===== config.mk =====
export PLATFORM = sky130hd
export DESIGN_NAME = radio_switch_command_handler_top
export DESIGN_NICKNAME = d
export VERILOG_FILES = /design/src/rsch_pkg.sv /design/src/rsch_front.sv /design/src/rsch_queue.sv /design/src/rsch_back.sv /design/src/radio_switch_command_handler_top.sv
export SDC_FILE = /design/constraint.sdc
export NUM_CORES = 1
export LEC_CHECK = 0
export ABC_CLOCK_PERIOD_IN_PS = 15600
export CAP_MARGIN = 20
export CORE_UTILIZATION = 69
export DETAILED_ROUTE_END_ITERATION = 16
export DONT_BUFFER_PORTS = 1
export PLACE_DENSITY = 0.85
export SKIP_CTS_REPAIR_TIMING = 1
export SLEW_MARGIN = 20
export SYNTH_ARGS = -nofsm -noshare
export SYNTH_HDL_FRONTEND = slang
export SYNTH_SLANG_ARGS = --single-unit
export TNS_END_PERCENT = 50

===== constraint.sdc =====
create_clock -name clk_i -period 15.6 [get_ports clk_i]
set_input_delay 0.78 -clock clk_i [delete_from_list [all_inputs] [get_ports clk_i]]
set_output_delay 0.78 -clock clk_i [all_outputs]
set_load 0.02 [all_outputs]

===== src/rsch_pkg.sv =====
package rsch_pkg;

  // Packet layout
  localparam int HEADER_BYTES = 6;
  localparam int RESP_BYTES   = 10;
  localparam int SET_MIN_SIZE = 4;

  // Command codes
  localparam logic [7:0] CMD_GET      = 8'h01;
  localparam logic [7:0] CMD_SET      = 8'h02;
  localparam logic [7:0] CMD_RESPONSE = 8'hF1;
  localparam logic [7:0] RESP_SIZE    = 8'h04;

  // Configuration register indexes and reset values
  localparam logic [1:0]  REG_DEVICE_ID   = 2'd0;
  localparam logic [1:0]  REG_LISTEN_PIPE = 2'd1;
  localparam logic [31:0] DEVICE_ID_RESET   = 32'h0001_5566;
  localparam logic [2:0]  LISTEN_PIPE_RESET = 3'd1;

  // Response queue between front and back
  localparam int QUEUE_DEPTH = 2;

  typedef logic [3:0] resp_idx_t;

  typedef struct packed {
    logic [31:0] device_id;
    logic [2:0]  listen_pipe;
  } cfg_t;

  // One pending response: id and state to report, save flag
  typedef struct packed {
    logic [31:0] device_id;
    logic [31:0] state;
    logic        save;
  } resp_t;

endpackage


===== src/rsch_front.sv =====
module rsch_front import rsch_pkg::*; #(
  parameter int RX_BUFFER_BYTES = 32
) (
  input  logic       clk_i,
  input  logic       rst_ni,
  input  cfg_t       cfg_i,
  input  logic       rx_valid_i,
  output logic       rx_ready_o,
  input  logic [2:0] pipe_number_i,
  input  logic [7:0] rx_byte_i,
  input  logic       rx_last_i,
  input  logic       q_full_i,
  output logic       q_push_o,
  output resp_t      q_data_o
);

  localparam int CntW = $clog2(RX_BUFFER_BYTES + 1);

  logic [CntW-1:0] byte_count_q, byte_count_d, length_d, pl_idx;
  logic [31:0]     header_id_q, header_id_d;
  logic [7:0]      header_cmd_q, header_cmd_d;
  logic [7:0]      header_size_q, header_size_d;
  logic [31:0]     payload_q, payload_d;
  logic            overflow_q, overflow_d;
  logic [31:0]     state_q, state_d;
  logic            fire, room, ok, is_get, is_set;

  assign rx_ready_o = !q_full_i;
  assign fire       = rx_valid_i && rx_ready_o;
  assign room       = byte_count_q < CntW'(RX_BUFFER_BYTES);
  assign pl_idx     = byte_count_q - CntW'(HEADER_BYTES);

  // Header fields and payload word as they stand once the current byte is stored
  always_comb begin
    header_id_d   = header_id_q;
    header_cmd_d  = header_cmd_q;
    header_size_d = header_size_q;
    payload_d     = payload_q;
    if (room) begin
      if (byte_count_q < CntW'(4)) begin
        header_id_d[{byte_count_q[1:0], 3'b000} +: 8] = rx_byte_i;
      end else if (byte_count_q == CntW'(4)) begin
        header_cmd_d = rx_byte_i;
      end else if (byte_count_q == CntW'(5)) begin
        header_size_d = rx_byte_i;
      end else if (byte_count_q < CntW'(HEADER_BYTES + 4)) begin
        payload_d[{pl_idx[1:0], 3'b000} +: 8] = rx_byte_i;
      end
    end
  end

  assign length_d   = room ? byte_count_q + CntW'(1) : byte_count_q;
  assign overflow_d = overflow_q || !room;

  assign ok = !overflow_d
           && (pipe_number_i == cfg_i.listen_pipe)
           && (length_d >= CntW'(HEADER_BYTES))
           && (header_id_d == cfg_i.device_id)
           && (9'(HEADER_BYTES) + {1'b0, header_size_d} == 9'(length_d));

  assign is_get = header_cmd_d == CMD_GET;
  assign is_set = (header_cmd_d == CMD_SET) && (header_size_d >= 8'(SET_MIN_SIZE));

  assign q_push_o           = fire && rx_last_i && ok && (is_get || is_set);
  assign state_d            = (q_push_o && is_set) ? payload_d : state_q;
  assign q_data_o.device_id = cfg_i.device_id;
  assign q_data_o.state     = state_d;
  assign q_data_o.save      = is_set && (state_q != payload_d);

  // End of packet clears the count and overflow mark, accepted or not
  assign byte_count_d = rx_last_i ? '0 : length_d;

  always_ff @(posedge clk_i or negedge rst_ni) begin
    if (!rst_ni) begin
      byte_count_q  <= '0;
      overflow_q    <= 1'b0;
      header_id_q   <= '0;
      header_cmd_q  <= '0;
      header_size_q <= '0;
      payload_q     <= '0;
      state_q       <= '0;
    end else if (fire) begin
      byte_count_q  <= byte_count_d;
      overflow_q    <= rx_last_i ? 1'b0 : overflow_d;
      header_id_q   <= header_id_d;
      header_cmd_q  <= header_cmd_d;
      header_size_q <= header_size_d;
      payload_q     <= payload_d;
      state_q       <= state_d;
    end
  end

endmodule


===== src/rsch_queue.sv =====
module rsch_queue import rsch_pkg::*; (
  input  logic  clk_i,
  input  logic  rst_ni,
  input  logic  push_i,
  input  resp_t data_i,
  output logic  full_o,
  input  logic  pop_i,
  output logic  valid_o,
  output resp_t data_o
);

  localparam int PtrW = (QUEUE_DEPTH > 1) ? $clog2(QUEUE_DEPTH) : 1;
  localparam int CntW = $clog2(QUEUE_DEPTH + 1);

  resp_t           entry_q [QUEUE_DEPTH];
  logic [PtrW-1:0] wr_ptr_q, rd_ptr_q;
  logic [CntW-1:0] count_q;

  assign full_o  = count_q == CntW'(QUEUE_DEPTH);
  assign valid_o = count_q != '0;
  assign data_o  = entry_q[rd_ptr_q];

  always_ff @(posedge clk_i) begin
    if (push_i) begin
      entry_q[wr_ptr_q] <= data_i;
    end
  end

  always_ff @(posedge clk_i or negedge rst_ni) begin
    if (!rst_ni) begin
      wr_ptr_q <= '0;
      rd_ptr_q <= '0;
      count_q  <= '0;
    end else begin
      if (push_i) begin
        wr_ptr_q <= wr_ptr_q + PtrW'(1);
      end
      if (pop_i) begin
        rd_ptr_q <= rd_ptr_q + PtrW'(1);
      end
      if (push_i && !pop_i) begin
        count_q <= count_q + CntW'(1);
      end else if (pop_i && !push_i) begin
        count_q <= count_q - CntW'(1);
      end
    end
  end

endmodule


===== src/rsch_back.sv =====
module rsch_back import rsch_pkg::*; #(
  parameter int OUTPUT_COUNT = 7
) (
  input  logic       clk_i,
  input  logic       rst_ni,
  input  logic       q_valid_i,
  input  resp_t      q_data_i,
  output logic       q_pop_o,
  output logic       tx_valid_o,
  input  logic       tx_ready_i,
  output logic [7:0] tx_byte_o,
  output logic       tx_last_o,
  output logic [6:0] switch_outputs_o,
  output logic       save_request_o
);

  localparam resp_idx_t LastIdx = resp_idx_t'(RESP_BYTES - 1);

  resp_t     resp_q;
  resp_idx_t idx_q, st_idx;
  logic      active_q, fire;

  assign fire    = active_q && tx_ready_i;
  assign q_pop_o = q_valid_i && (!active_q || (fire && tx_last_o));
  assign st_idx  = idx_q - resp_idx_t'(HEADER_BYTES);

  assign tx_valid_o     = active_q;
  assign tx_last_o      = idx_q == LastIdx;
  assign save_request_o = (idx_q == '0) && resp_q.save;

  always_comb begin
    case (idx_q)
      4'd0, 4'd1, 4'd2, 4'd3: tx_byte_o = resp_q.device_id[{idx_q[1:0], 3'b000} +: 8];
      4'd4:                   tx_byte_o = CMD_RESPONSE;
      4'd5:                   tx_byte_o = RESP_SIZE;
      default:                tx_byte_o = resp_q.state[{st_idx[1:0], 3'b000} +: 8];
    endcase
  end

  // Output i mirrors state bit 7-i
  always_comb begin
    switch_outputs_o = '0;
    for (int i = 0; i < 7; i++) begin
      if (i < OUTPUT_COUNT) begin
        switch_outputs_o[i] = resp_q.state[7 - i];
      end
    end
  end

  always_ff @(posedge clk_i) begin
    if (q_pop_o) begin
      resp_q <= q_data_i;
    end
  end

  always_ff @(posedge clk_i or negedge rst_ni) begin
    if (!rst_ni) begin
      active_q <= 1'b0;
      idx_q    <= '0;
    end else if (q_pop_o) begin
      active_q <= 1'b1;
      idx_q    <= '0;
    end else if (fire) begin
      if (tx_last_o) begin
        active_q <= 1'b0;
      end
      idx_q <= idx_q + resp_idx_t'(1);
    end
  end

endmodule


===== src/radio_switch_command_handler_top.sv =====
// Channel   Handshake                 Payload
// rx        rx_valid_i / rx_ready_o   pipe_number_i, rx_byte_i, rx_last_i
// tx        tx_valid_o / tx_ready_i   tx_byte_o, tx_last_o, switch_outputs_o, save_request_o
// cfg       cfg_valid_i / cfg_ready_o cfg_index_i, cfg_data_i
//
// One received byte is taken per cycle; the packet check is made in the cycle of the
// final byte. Each accepted GET or SET queues one response that leaves as 10 tx bytes,
// one per cycle while tx_ready_i is high. rx stalls only while the two-entry response
// queue is full, so the tx drain rate sets the sustained packet rate under load.
// Reset clears the byte count, header, switch state, queue and the tx side, and
// loads the register defaults.
module radio_switch_command_handler_top import rsch_pkg::*; #(
  parameter int RX_BUFFER_BYTES = 32,
  parameter int OUTPUT_COUNT    = 7
) (
  input  logic        clk_i,
  input  logic        rst_ni,
  // configuration writes
  input  logic        cfg_valid_i,
  output logic        cfg_ready_o,
  input  logic [1:0]  cfg_index_i,
  input  logic [31:0] cfg_data_i,
  // received bytes
  input  logic        rx_valid_i,
  output logic        rx_ready_o,
  input  logic [2:0]  pipe_number_i,
  input  logic [7:0]  rx_byte_i,
  input  logic        rx_last_i,
  // response bytes
  output logic        tx_valid_o,
  input  logic        tx_ready_i,
  output logic [7:0]  tx_byte_o,
  output logic        tx_last_o,
  output logic [6:0]  switch_outputs_o,
  output logic        save_request_o
);

  cfg_t  cfg_q;
  logic  q_push, q_full, q_pop, q_valid;
  resp_t q_wdata, q_rdata;

  // Register writes are always taken; unknown indexes are dropped
  assign cfg_ready_o = 1'b1;

  always_ff @(posedge clk_i or negedge rst_ni) begin
    if (!rst_ni) begin
      cfg_q.device_id   <= DEVICE_ID_RESET;
      cfg_q.listen_pipe <= LISTEN_PIPE_RESET;
    end else if (cfg_valid_i) begin
      case (cfg_index_i)
        REG_DEVICE_ID:   cfg_q.device_id   <= cfg_data_i;
        REG_LISTEN_PIPE: cfg_q.listen_pipe <= cfg_data_i[2:0];
        default: ;
      endcase
    end
  end

  // Front: collect the header, check the packet, apply SET, queue the response
  rsch_front #(
    .RX_BUFFER_BYTES(RX_BUFFER_BYTES)
  ) u_front (
    .clk_i,
    .rst_ni,
    .cfg_i        (cfg_q),
    .rx_valid_i,
    .rx_ready_o,
    .pipe_number_i,
    .rx_byte_i,
    .rx_last_i,
    .q_full_i     (q_full),
    .q_push_o     (q_push),
    .q_data_o     (q_wdata)
  );

  // Hold pending responses so each side stalls on its own
  rsch_queue u_queue (
    .clk_i,
    .rst_ni,
    .push_i  (q_push),
    .data_i  (q_wdata),
    .full_o  (q_full),
    .pop_i   (q_pop),
    .valid_o (q_valid),
    .data_o  (q_rdata)
  );

  // Back: serialize each response into 10 tx transfers
  rsch_back #(
    .OUTPUT_COUNT(OUTPUT_COUNT)
  ) u_back (
    .clk_i,
    .rst_ni,
    .q_valid_i (q_valid),
    .q_data_i  (q_rdata),
    .q_pop_o   (q_pop),
    .tx_valid_o,
    .tx_ready_i,
    .tx_byte_o,
    .tx_last_o,
    .switch_outputs_o,
    .save_request_o
  );

endmodule


==> results.sh <==
export IMPL_status="finished, final reports clean"
export IMPL_maxCapViolCount=0
export IMPL_crit_fanout=65
export IMPL_vias=11500
export IMPL_drt_wl_total_mm=44.3
export IMPL_htreeDepth=2
export IMPL_drt_iter0_drc=1374
export IMPL_finalInstanceArea_sq_um=18500
export IMPL_worstMarginPinSlew_ps=1060
export IMPL_die_width_um=159
export IMPL_async_flop_share_pct=45.5
export IMPL_clockBufferDepth=3
export IMPL_design_final_nets=1414
export IMPL_place_gp_congestion=0.984
export IMPL_cts_root_buf="clkbuf_16"
export IMPL_fin_skew_ps=11.5
export IMPL_min_period_ps=6130
export IMPL_wire_per_inst_um=26.0
export IMPL_clock_latency_ps=540
export IMPL_cts_sinks=358
export IMPL_synth_main_ff_cell="edfxtp_1"
export IMPL_syn_area_sq_um=17100
export IMPL_power_total_w=0.00259
export IMPL_via_per_inst=6.76
export IMPL_die_h_um=159
export IMPL_yosysSeqAreaShare_pct=58.1
export IMPL_core_area_sq_um=24300
export IMPL_hold_path_class="in -> async"
export IMPL_area_growth_pct=8.17
export IMPL_fin_tns_setup_ps=0
export IMPL_drive_gt1_share_pct=18.4
export IMPL_initial_utilization_pct=70.4
export IMPL_setup_violations=0
export IMPL_arrival_ps=6290
export IMPL_clkTransAtPathRegs_ps=60
export IMPL_drcViolationCount=0
export IMPL_leakage_nw=7.43
export IMPL_synth_enable_flop_cells=195
export IMPL_rsz0062_at_grt="false"
export IMPL_grt_max_degree=164
export IMPL_dp_hpwl_mm=28.4
export IMPL_track_usage_pct=35.5
export IMPL_firstDrtPassIters=6
export IMPL_ios=71
export IMPL_synth_top_cells_by_count="edfxtp_1, nand2_1, dfrtp_1, o21ai_0, mux2_2"
export IMPL_cp_required_ps=15760
export IMPL_synth_area_leaders="edfxtp_1, dfrtp_1, mux2_2"
export IMPL_ant_nets=0
export IMPL_numCtsBuffers=37
export IMPL_hold_ws_ps=87.9
export IMPL_post_synth_top_count_cell="edfxtp_1"
export IMPL_synth_distinct_cells=74
export IMPL_overflow=0
export IMPL_ys_ff_latch=358
export IMPL_antenna_found_initial=2
export IMPL_first_global_vias=11400
export IMPL_synth_top_area_share_pct=34.2
export IMPL_place_area_sq_um=17200
export IMPL_syn_nets=1444
export IMPL_yosysWarningCount=0
export IMPL_slew_headroom_pct=29.5
export IMPL_cp_start_kind="flip-flop"
export IMPL_p_per_area_nw_per_um2=140
export IMPL_fin_crit_sh_pct=39.3
export IMPL_port_buffers=0
export IMPL_vdd_ir_drop_max_mv=0.125
export IMPL_fmax_ghz=0.163
export IMPL_cts_tree="yes"
export IMPL_crit_type="reg -> reg"
export IMPL_slew_violations=0
export IMPL_synth_area_per_cell_sq_um=12.4
export IMPL_rows=57
export IMPL_yosysTopAreaCell="edfxtp_1"
export IMPL_antenna_cells=0
export IMPL_syn_inst=1379
export IMPL_final_hold_viol_count=0
export IMPL_dieArea_sq_um=25400
export IMPL_grt_pass1_wl_mm=67.9
export IMPL_cp_end_kind="flip-flop"
## state kept, by name, summed over array words and instances (netlist names), 8 cells and up
signal and cells:
u_front.header_cmd_q 8, u_front.state_q 32, cfg_q 35, u_back.resp_q 58
u_queue.entry_q 130, u_front.header_size_q 8, u_front.header_id_q 32, u_front.payload_q 32
## logic make-up (layout without fill, tap and decap cells)
group	Yosys count	in the layout	share of synthesized area (%)
and+or+nand+nor	374	374	11.0
DFF	358	358	58.1
AOI/OAI and AO/OA	240	240	8.38
muxes	212	212	15.2
buffers and inverters	117	116	3.08
xor gates and xnor gates	63	63	3.22
adders and majority gates	14	14	1.02
other	1	1	0.0219
## final cells by class
class | instances | area, sq um
Sequential cell | 358 | 9950
Multi-Input combinational cell | 904 | 6670
Fill cell | 1411 | 5810
Clock buffer | 53 | 1070
Tap cell | 324 | 405
Clock inverter | 15 | 181
Inverter | 36 | 135
Timing Repair Buffer | 12 | 110
## layout by cell type, fill, tap and decap left out, drive strengths merged, types with 10 or more instances in the layout
| cell | instances |
|---|---|
| a21oi | 33 |
| buf | 12 |
| clkbuf | 53 |
| clkinv | 10 |
| dfrtp | 153 |
| dfstp | 10 |
| edfxtp | 195 |
| ha | 14 |
| inv | 37 |
| mux2 | 163 |
| mux2i | 33 |
| mux4 | 16 |
| nand2 | 187 |
| nand2b | 10 |
| nand3 | 22 |
| nand4 | 25 |
| nor2 | 27 |
| nor3 | 12 |
| nor4 | 14 |
| o21ai | 132 |
| xnor2 | 39 |
| xor2 | 24 |
## per-stage QoR
step	worst slack (ps)	utilization (%)	cells
after detailed placement	9660	70.9	1633
final	9470	76.1	1702
after floorplan	5030	-	1379
after global placement	9830	70.8	1633
after CTS	9640	76.0	1701
after global routing	9100	76.1	1702
## worst max-delay path: stages (launching register included)
cell	delay (ps)
dfrtp_1	830
inv_1	270
ha_1	300
nand2b_1	110
nand4_1	700
mux2i_1	350
ha_1	310
or4b_2	680
mux2i_1	310
a21oi_1	160
nor3_1	160
nand4_1	160
nor3_1	460
and2_2	220
buf_4	680
## routing by layer
layer | wire, um | GRT usage, %
met3 | 4190 | 7.97
met1 | 18000 | 50.1
met5 | 29 | 0
met2 | 20700 | 54.9
met4 | 1440 | 12.2
## power by group
part	leakage (nW)	total (W)	internal [W]	switching, W
clock	0.614	0.000907	0.000532	0.000375
sequential	4.08	0.00118	0.00108	0.000104
combinational	2.74	0.000497	0.000190	0.000307
total	7.43	0.00259	0.00180	0.000786
## final timing paths
| check | cells past startpoint | slack [ps] | from | to |
|---|---|---|---|---|
| max | 14 | 9470 | u_front.byte_count_q[0] | u_queue.entry_q[1][29] |
| min | 0 | 90 | rst_ni | cfg_q[4] |
| max reg2reg | 14 | 9470 | u_front.byte_count_q[0] | u_queue.entry_q[1][29] |
| min reg2reg | 2 | 480 | u_front.header_id_q[27] | u_front.header_id_q[27] |
| max in group asynchronous | 1 | 14690 | rst_ni | u_queue.rd_ptr_q |
| min in group clk_i | 1 | 330 | rx_last_i | u_front.overflow_q |
No activity file was read; power rests on OpenSTA's default activity.
